### config.mk
export PLATFORM = sky130hd
export DESIGN_NAME = utf8_to_utf16_decoder_flat
export DESIGN_NICKNAME = d
export VERILOG_FILES = /design/src/sv/u8u16_pkg.sv /design/src/sv/u8u16_in_if.sv /design/src/sv/u8u16_out_if.sv /design/src/sv/u8u16_core.sv /design/src/sv/u8u16_emit.sv /design/src/sv/utf8_to_utf16_decoder.sv /design/src/flat_wrapper.sv
export SDC_FILE = /design/constraint.sdc
export NUM_CORES = 1
export LEC_CHECK = 0
export BUFFER_PORTS_ARGS = -buffer_cell sky130_fd_sc_hd__buf_2
export CAP_MARGIN = 10
export CORE_ASPECT_RATIO = 1.2
export CORE_MARGIN = 3
export CORE_UTILIZATION = 61
export DETAILED_ROUTE_END_ITERATION = 8
export PLACE_DENSITY = 0.9
export SKIP_LAST_GASP = 1
export SYNTH_ARGS = -nofsm -noshare
export SYNTH_HDL_FRONTEND = slang
export SYNTH_HIERARCHICAL = 1
export SYNTH_SLANG_ARGS = --single-unit
### constraint.sdc
create_clock -name clk_i -period 5.6 [get_ports clk_i]
set_input_delay 0.28 -clock clk_i [delete_from_list [all_inputs] [get_ports clk_i]]
set_output_delay 0.28 -clock clk_i [all_outputs]
set_load 0.005 [all_outputs]
### src/sv/u8u16_pkg.sv
// u8u16_pkg: shared constants and types of the utf-8 to utf-16 decoder
// used by u8u16_core, u8u16_emit and utf8_to_utf16_decoder; no dependencies
`default_nettype none

package u8u16_pkg;

  // lead byte class boundaries
  localparam logic [7:0] LeadE0 = 8'hE0;
  localparam logic [7:0] LeadF0 = 8'hF0;
  localparam logic [7:0] LeadF8 = 8'hF8;
  localparam logic [7:0] LeadFc = 8'hFC;

  // top two bits of a continuation byte
  localparam logic [1:0] ContTag = 2'b10;

  // code point limits
  localparam logic [31:0] SurrBase = 32'h0001_0000;
  localparam logic [31:0] MaxCode  = 32'h0010_FFFF;

  // high bits of the surrogate halves (0xd800 and 0xdc00)
  localparam logic [5:0] HiSurrTag = 6'b110110;
  localparam logic [5:0] LoSurrTag = 6'b110111;

  // width of the pending continuation count
  localparam int unsigned RemW = 3;

  // up to two results caused by one input byte
  typedef struct packed {
    logic        has;        // at least one result
    logic        pair;       // two results: surrogate pair
    logic        unit_valid; // zero for a bare end marker
    logic        eos;        // final result closes the string
    logic        err;        // decoding stopped on an error
    logic [15:0] unit0;
    logic [15:0] unit1;
  } u8u16_bundle_t;

endpackage

`default_nettype wire

### src/sv/u8u16_in_if.sv
// u8u16_in_if: byte request channel of the decoder
// standalone, no package needed
`default_nettype none

interface u8u16_in_if;
  logic       valid;
  logic       ready;
  logic [7:0] data_byte;
  logic       last_byte;

  modport source (output valid, output data_byte, output last_byte, input ready);
  modport sink   (input valid, input data_byte, input last_byte, output ready);
endinterface

`default_nettype wire

### src/sv/u8u16_out_if.sv
// u8u16_out_if: code unit request channel of the decoder
// standalone, no package needed
`default_nettype none

interface u8u16_out_if;
  logic        valid;
  logic        ready;
  logic [15:0] code_unit;
  logic        unit_valid;
  logic        last_of_item;
  logic        end_of_string;
  logic        decode_error;

  modport source (output valid, output code_unit, output unit_valid, output last_of_item,
                  output end_of_string, output decode_error, input ready);
  modport sink   (input valid, input code_unit, input unit_valid, input last_of_item,
                  input end_of_string, input decode_error, output ready);
endinterface

`default_nettype wire

### src/sv/u8u16_core.sv
// u8u16_core: input register, sequence state and per-byte decode
// depends on u8u16_pkg and u8u16_in_if
`default_nettype none

module u8u16_core import u8u16_pkg::*; (
  input  wire logic     clk_i,
  input  wire logic     rst_ni,
  u8u16_in_if.sink      req_i,
  output u8u16_bundle_t bnd_o,
  output logic          bnd_valid_o,
  input  wire logic     bnd_ready_i
);

  logic            a_vld_q;
  logic [7:0]      a_byte_q;
  logic            a_last_q;
  logic [31:0]     acc_q, acc_d;
  logic [RemW-1:0] rem_q, rem_d;
  logic            halt_q, halt_d;
  logic            adv;
  u8u16_bundle_t   bnd;

  always_comb begin
    logic        flush;
    logic        ascii;
    logic        below_pair;
    logic        over;
    logic        has_unit;
    logic [31:0] val;
    logic [20:0] sub;

    acc_d  = acc_q;
    rem_d  = rem_q;
    halt_d = halt_q;
    flush  = 1'b0;
    ascii  = 1'b0;
    val    = acc_q;

    if (halt_q) begin
      // dropping bytes until the end of the string
    end else if (rem_q != '0) begin
      if (a_byte_q[7:6] == ContTag) begin
        val   = {acc_q[25:0], a_byte_q[5:0]};
        acc_d = val;
        rem_d = rem_q - RemW'(1);
        flush = (rem_q == RemW'(1)) || a_last_q;
      end else begin
        // sequence cut short, offending byte dropped
        flush = 1'b1;
      end
    end else if (!a_byte_q[7]) begin
      ascii = 1'b1;
    end else if (!a_byte_q[6]) begin
      // stray continuation byte
      halt_d = 1'b1;
    end else begin
      if (a_byte_q < LeadE0) begin
        rem_d = RemW'(1);
        acc_d = {27'd0, a_byte_q[4:0]};
      end else if (a_byte_q < LeadF0) begin
        rem_d = RemW'(2);
        acc_d = {28'd0, a_byte_q[3:0]};
      end else if (a_byte_q < LeadF8) begin
        rem_d = RemW'(3);
        acc_d = {29'd0, a_byte_q[2:0]};
      end else if (a_byte_q < LeadFc) begin
        rem_d = RemW'(4);
        acc_d = {30'd0, a_byte_q[1:0]};
      end else begin
        rem_d = RemW'(5);
        acc_d = {30'd0, a_byte_q[1:0]};
      end
      val   = acc_d;
      flush = a_last_q;
    end

    below_pair = (val < SurrBase);
    over       = (val > MaxCode);
    sub        = val[20:0] - SurrBase[20:0];

    if (flush) begin
      acc_d = '0;
      rem_d = '0;
      if (over) begin
        halt_d = 1'b1;
      end
    end

    has_unit = ascii || (flush && !over);

    bnd            = '0;
    bnd.unit1      = {LoSurrTag, sub[9:0]};
    if (ascii) begin
      bnd.unit0 = {8'd0, a_byte_q};
    end else if (below_pair) begin
      bnd.unit0 = val[15:0];
    end else begin
      bnd.unit0 = {HiSurrTag, sub[19:10]};
    end

    if (a_last_q && (halt_d || !has_unit)) begin
      // bare end marker
      bnd.has        = 1'b1;
      bnd.pair       = 1'b0;
      bnd.unit_valid = 1'b0;
      bnd.eos        = 1'b1;
      bnd.err        = halt_d;
      bnd.unit0      = '0;
    end else begin
      bnd.has        = has_unit;
      bnd.pair       = flush && !below_pair && !over;
      bnd.unit_valid = 1'b1;
      bnd.eos        = a_last_q;
      bnd.err        = 1'b0;
    end

    if (a_last_q) begin
      acc_d  = '0;
      rem_d  = '0;
      halt_d = 1'b0;
    end
  end

  assign adv         = a_vld_q && (!bnd.has || bnd_ready_i);
  assign bnd_o       = bnd;
  assign bnd_valid_o = a_vld_q && bnd.has;
  assign req_i.ready = !a_vld_q || adv;

  always_ff @(posedge clk_i or negedge rst_ni) begin
    if (!rst_ni) begin
      a_vld_q <= 1'b0;
      acc_q   <= '0;
      rem_q   <= '0;
      halt_q  <= 1'b0;
    end else begin
      if (req_i.ready) begin
        a_vld_q <= req_i.valid;
      end
      if (adv) begin
        acc_q  <= acc_d;
        rem_q  <= rem_d;
        halt_q <= halt_d;
      end
    end
  end

  always_ff @(posedge clk_i) begin
    if (req_i.valid && req_i.ready) begin
      a_byte_q <= req_i.data_byte;
      a_last_q <= req_i.last_byte;
    end
  end

endmodule

`default_nettype wire

### src/sv/u8u16_emit.sv
// u8u16_emit: result register that hands out one or two code units per byte
// depends on u8u16_pkg and u8u16_out_if
`default_nettype none

module u8u16_emit import u8u16_pkg::*; (
  input  wire logic           clk_i,
  input  wire logic           rst_ni,
  input  wire u8u16_bundle_t  bnd_i,
  input  wire logic           bnd_valid_i,
  output logic                bnd_ready_o,
  u8u16_out_if.source         res_o
);

  u8u16_bundle_t b_q;
  logic          b_vld_q;
  logic          second_q;
  logic          fin;
  logic          pop;

  // final entry of the bundle: a single result or the second half of a pair
  assign fin         = !b_q.pair || second_q;
  assign pop         = b_vld_q && res_o.ready && fin;
  assign bnd_ready_o = !b_vld_q || pop;

  assign res_o.valid         = b_vld_q;
  assign res_o.code_unit     = second_q ? b_q.unit1 : b_q.unit0;
  assign res_o.unit_valid    = b_q.unit_valid;
  assign res_o.last_of_item  = fin;
  assign res_o.end_of_string = b_q.eos && fin;
  assign res_o.decode_error  = b_q.err && fin;

  always_ff @(posedge clk_i or negedge rst_ni) begin
    if (!rst_ni) begin
      b_vld_q  <= 1'b0;
      second_q <= 1'b0;
    end else begin
      if (bnd_ready_o) begin
        b_vld_q  <= bnd_valid_i;
        second_q <= 1'b0;
      end else if (res_o.ready) begin
        // first half of a pair taken
        second_q <= 1'b1;
      end
    end
  end

  always_ff @(posedge clk_i) begin
    if (bnd_ready_o && bnd_valid_i) begin
      b_q <= bnd_i;
    end
  end

endmodule

`default_nettype wire

### src/sv/utf8_to_utf16_decoder.sv
// utf8_to_utf16_decoder: streaming utf-8 to utf-16 decoder, top level
// depends on u8u16_pkg, u8u16_in_if, u8u16_out_if, u8u16_core and u8u16_emit
//
// usage
//   req_i takes one byte of a utf-8 string per request, last_byte marks the
//   final byte of the string. res_o gives utf-16 code units, one per request,
//   with last_of_item on the final result of each byte and end_of_string on
//   the final result of the string; a string that yields no unit, or that
//   stopped on an error, ends with a bare marker (unit_valid low)
// timing
//   a byte taken into the input register is decoded out of it and moves into
//   the result register, from which its first result is offered; it waits in
//   the input register while the result register is full
//   one byte per cycle while res_o accepts; a byte that completes a surrogate
//   pair holds the result register until both halves pass the single port
// reset
//   clears the pipeline valids and the sequence state; no clearing pass
// back-pressure
//   when res_o stalls the result register holds, the decoded byte waits in
//   the input register and req_i.ready drops once both are occupied
`default_nettype none

module utf8_to_utf16_decoder import u8u16_pkg::*; (
  input  wire logic clk_i,
  input  wire logic rst_ni,
  u8u16_in_if.sink  req_i,
  u8u16_out_if.source res_o
);

  // bundle of up to two results between decode and the result register
  u8u16_bundle_t bnd;
  logic          bnd_valid;
  logic          bnd_ready;

  // input register, sequence state and decode
  u8u16_core u_core (
    .clk_i       (clk_i),
    .rst_ni      (rst_ni),
    .req_i       (req_i),
    .bnd_o       (bnd),
    .bnd_valid_o (bnd_valid),
    .bnd_ready_i (bnd_ready)
  );

  // result register and pair serialiser
  u8u16_emit u_emit (
    .clk_i       (clk_i),
    .rst_ni      (rst_ni),
    .bnd_i       (bnd),
    .bnd_valid_i (bnd_valid),
    .bnd_ready_o (bnd_ready),
    .res_o       (res_o)
  );

  // a decoded byte held back by a full result register must not change
  a_bnd_hold: assert property (@(posedge clk_i) disable iff (!rst_ni)
    bnd_valid && !bnd_ready |=> bnd_valid && $stable(bnd))
    else $error("decoded bundle changed while stalled");

  // an error is only ever reported on a bare end marker
  a_err_bare: assert property (@(posedge clk_i) disable iff (!rst_ni)
    res_o.valid && res_o.decode_error |-> !res_o.unit_valid && res_o.end_of_string)
    else $error("decode error on a non-marker result");

  // the low surrogate follows its high half straight away
  a_pair_next: assert property (@(posedge clk_i) disable iff (!rst_ni)
    res_o.valid && res_o.ready && !res_o.last_of_item |=>
      res_o.valid && res_o.unit_valid && res_o.last_of_item)
    else $error("second half of surrogate pair missing");

endmodule

`default_nettype wire
### src/flat_wrapper.sv
// flat-port wrapper written by rule: the top's interface ports become plain ports
module utf8_to_utf16_decoder_flat import u8u16_pkg::*;
  (clk_i, rst_ni, req_i_valid, req_i_data_byte, req_i_last_byte, req_i_ready, res_o_valid, res_o_code_unit, res_o_unit_valid, res_o_last_of_item, res_o_end_of_string, res_o_decode_error, res_o_ready);
  u8u16_in_if req_i_i ();
  u8u16_out_if res_o_i ();
  input  wire logic clk_i;
  input  wire logic rst_ni;
  input wire logic [$bits(req_i_i.valid)-1:0] req_i_valid;
  input wire logic [$bits(req_i_i.data_byte)-1:0] req_i_data_byte;
  input wire logic [$bits(req_i_i.last_byte)-1:0] req_i_last_byte;
  output wire logic [$bits(req_i_i.ready)-1:0] req_i_ready;
  output wire logic [$bits(res_o_i.valid)-1:0] res_o_valid;
  output wire logic [$bits(res_o_i.code_unit)-1:0] res_o_code_unit;
  output wire logic [$bits(res_o_i.unit_valid)-1:0] res_o_unit_valid;
  output wire logic [$bits(res_o_i.last_of_item)-1:0] res_o_last_of_item;
  output wire logic [$bits(res_o_i.end_of_string)-1:0] res_o_end_of_string;
  output wire logic [$bits(res_o_i.decode_error)-1:0] res_o_decode_error;
  input wire logic [$bits(res_o_i.ready)-1:0] res_o_ready;
  assign req_i_i.valid = req_i_valid;
  assign req_i_i.data_byte = req_i_data_byte;
  assign req_i_i.last_byte = req_i_last_byte;
  assign req_i_ready = req_i_i.ready;
  assign res_o_valid = res_o_i.valid;
  assign res_o_code_unit = res_o_i.code_unit;
  assign res_o_unit_valid = res_o_i.unit_valid;
  assign res_o_last_of_item = res_o_i.last_of_item;
  assign res_o_end_of_string = res_o_i.end_of_string;
  assign res_o_decode_error = res_o_i.decode_error;
  assign res_o_i.ready = res_o_ready;
  utf8_to_utf16_decoder u_core (.clk_i(clk_i), .rst_ni(rst_ni), .req_i(req_i_i), .res_o(res_o_i));
endmodule
==> impl_metrics.json <==
{
  "seq_area_frac_synth": 0.497,
  "arrival_ps": 4670,
  "required_ps": 5620,
  "antenna_found_initial": 0,
  "netlist_instances": 426,
  "yosysWarnings": 6,
  "crit_path_end_kind": "register",
  "worst_pin_slew_ps": 953,
  "die_w_um": 86.0,
  "core_um2": 7360,
  "syn-mean-instance-area_um2": 11.0,
  "cts_tree": "yes",
  "start_util": 0.636,
  "critPathMaxStageDelay_ps": 440,
  "clockBufferDepth": 2,
  "min_period_ps": 4650,
  "num_antenna_cells": 0,
  "mostFrequentLayoutCells": "edfxtp_1 (45), dfrtp_1 (39), buf_2 (35)",
  "power.density_nw_per_um2": 555,
  "relSlewSlack": 0.358,
  "die-area_um2": 8770,
  "avgRoutedWirePerCell_um": 20.0,
  "numCtsBuffers": 9,
  "finalNetCount": 466,
  "ios": 35,
  "synth_edf_count": 45,
  "rows": 34,
  "final_common_cell": "edfxtp_1",
  "max_freq_ghz": 0.215,
  "cp_num_buf_inv": 3,
  "path_max_fanout": 36,
  "tns_ps": 0,
  "drt-total-wl_um": 10900,
  "skew_ps": 6.89,
  "die_h_um": 102,
  "rsz0062_at_grt": "no",
  "cts-root-buf": "clkbuf_8",
  "slowest_stage": "o21ai_0",
  "yosys.area.top_type": "edfxtp_1",
  "ir_drop_mv": 0.373,
  "async_reset_ff_frac": 0.464,
  "finalMaxSlewViolations": 0,
  "hpwlAfterDp_um": 7480,
  "synthDominantCellAreaShare": 0.289,
  "power.leakage_nw": 2.10,
  "cts-hold-fix-buffers": 0,
  "num_vias": 3561,
  "whs_ps": 36.7,
  "ys_ff_latch": 84,
  "fill_cells": 548,
  "syn_area_um2": 4680,
  "drtIter0Drc": 393,
  "synthFlopType": "edfxtp_1",
  "clk-insertion-delay-late_ps": 360,
  "grt_pass1_vias": 3334,
  "cp_cell_sequence": "inv_1 -> ha_1 -> nor2b_4 -> nor2_1 -> a22o_1 -> a22oi_1 -> ha_1 -> o21ai_0 -> o21ai_1 -> nand3_4 -> o21ai_0 -> and2_1 -> inv_1 -> o22ai_4 -> buf_4",
  "path_clk_slew_ps": 90,
  "postCtsSetupRepairBufs": 0,
  "drt_pass1_iterations": 5,
  "worst_setup_path_start_kind": "register",
  "ys_types": 63,
  "cp_top_family": "compound AO/OA/AOI/OAI gates",
  "post_route_cells_drive_above_1_share": 0.229,
  "period_share": 0.830,
  "vias_per_cell": 6.55,
  "cts.sink_count": 84,
  "track_usage": 0.252,
  "hold_viol_final": 0,
  "hp-class": "in2async",
  "grt_first_pass_wirelength_um": 16900,
  "worstSetupPathType": "reg2reg",
  "max_cap_violations": 0,
  "cts_htree_levels": 3,
  "synth_area_leaders": "edfxtp_1 (29%), dfrtp_1 (21%), mux2_2 (3.8%), o21ai_0 (3.0%), mux2_4 (2.9%)",
  "antenna_left": 0,
  "outcome": "completed",
  "port_buffers": 34,
  "gp_congestion": 0.942,
  "finalSetupViolCount": 0,
  "area_growth_pct": 7.19,
  "post_cts_resized": 0,
  "grt_max_degree": 40,
  "drc": 0,
  "grt_remaining_overflow": 0
}
## cell families after synthesis
group	after synthesis	share of synthesized area
AOI/OAI and AO/OA	132	0.205
xor gates and xnor gates	2	0.00374
adders and majority gates	4	0.0107
buffers and inverters	55	0.0649
DFF	84	0.497
muxes	33	0.0850
other	2	0.00160
and+or+nand+nor	114	0.132
## report_power, final
| part | switching [W] | leakage [nW] | total, W | internal, W |
|---|---|---|---|---|
| Clock | 0.000232 | 0.0981 | 0.000440 | 0.000209 |
| Sequential | 0.000118 | 0.967 | 0.00102 | 0.000903 |
| Combinational | 0.000819 | 1.04 | 0.00132 | 0.000506 |
## worst register-to-register path, cell delays in order (launching register included)
cell and delay (ps):
dfrtp_1 430, inv_1 100, ha_1 240, nor2b_4 400, nor2_1 300, a22o_1 250, a22oi_1 380, ha_1 270
o21ai_0 120, o21ai_1 270, nand3_4 210, o21ai_0 440, and2_1 240, inv_1 90, o22ai_4 140, buf_4 410
## routing by layer
metal	wire, um	part of all wire	vias up	track usage
li1	-	-	1619	-
met1	4240	0.39	1695	0.327
met5	0	0	-	0
met2	5410	0.50	209	0.421
met4	356	0.033	0	0.112
met3	896	0.082	38	0.0371
## path summary, 6_finish.rpt
| path | cells past startpoint | end | from | slack [ps] |
|---|---|---|---|---|
| min | 1 | u_core/u_emit/second_q$_DFFE_PN0P_ | rst_ni | 40 |
| min reg2reg | 1 | u_core/u_core/rem_q[1]$_DFFE_PN0P_ | u_core/u_core/rem_q[1]$_DFFE_PN0P_ | 500 |
| max in group asynchronous | 1 | u_core/u_core/acc_q[13]$_DFFE_PN0P_ | rst_ni | 5000 |
| max reg2reg | 15 | u_core/u_emit/b_q[25]$_DFFE_PP_ | u_core/u_core/rem_q[0]$_DFFE_PN0P_ | 950 |
| min in group clk_i | 1 | u_core/u_core/a_byte_q[2]$_DFFE_PP_ | req_i_data_byte[2] | 90 |
| max | 15 | u_core/u_emit/b_q[25]$_DFFE_PP_ | u_core/u_core/rem_q[0]$_DFFE_PN0P_ | 950 |
## through the flow
stage / power, W / worst slack (ps) / utilization / area (um2) / instances
6_report: 0.00278 / 951 / 0.682 / 5020 / 544
3_5_place_dp: 0.00233 / 1090 / 0.655 / 4820 / 527
4_1_cts: 0.00277 / 1020 / 0.681 / 5010 / 543
5_1_grt: 0.00293 / 592 / 0.682 / 5020 / 544
3_3_place_gp: 0.00226 / 1330 / 0.655 / 4820 / 527
2_1_floorplan: 0.00202 / 481 / - / 4700 / 430
## synthesized netlist by cell type, drive strengths merged (3+ instances only)
cell and number:
a22o 10, o2bb2ai 4, o31ai 3, nand2 30, buf 20, a21oi 21, a31oi 6, ha 4
a2bb2oi 3, nor2 31, nand4 5, mux2i 6, clkbuf 13, nand3 11, edfxtp 45, and2 6
and4 8, o21ai 33, o211ai 4, dfrtp 39, a21o 9, mux2 27, inv 22, nand2b 5
a211oi 6, a22oi 14, nor3 7
## final cells by class
class | instances | area [um2] | area share
Sequential cell | 84 | 2330 | 0.464
Timing Repair Buffer | 41 | 220 | 0.0439
Clock inverter | 7 | 72.6 | 0.0145
Inverter | 22 | 82.6 | 0.0165
Clock buffer | 9 | 124 | 0.0247
Tap cell | 90 | 113 | 0.0224
Multi-Input combinational cell | 291 | 2080 | 0.414
## flip-flops by register name (all words and copies together), names as in the netlist, 3 cells and up
name and count:
u_core/u_core/acc_q 32, u_core/u_core/rem_q 3, u_core/u_core/a_byte_q 8, u_core/u_emit/b_q 35
Power figures use the tool's default switching activity.
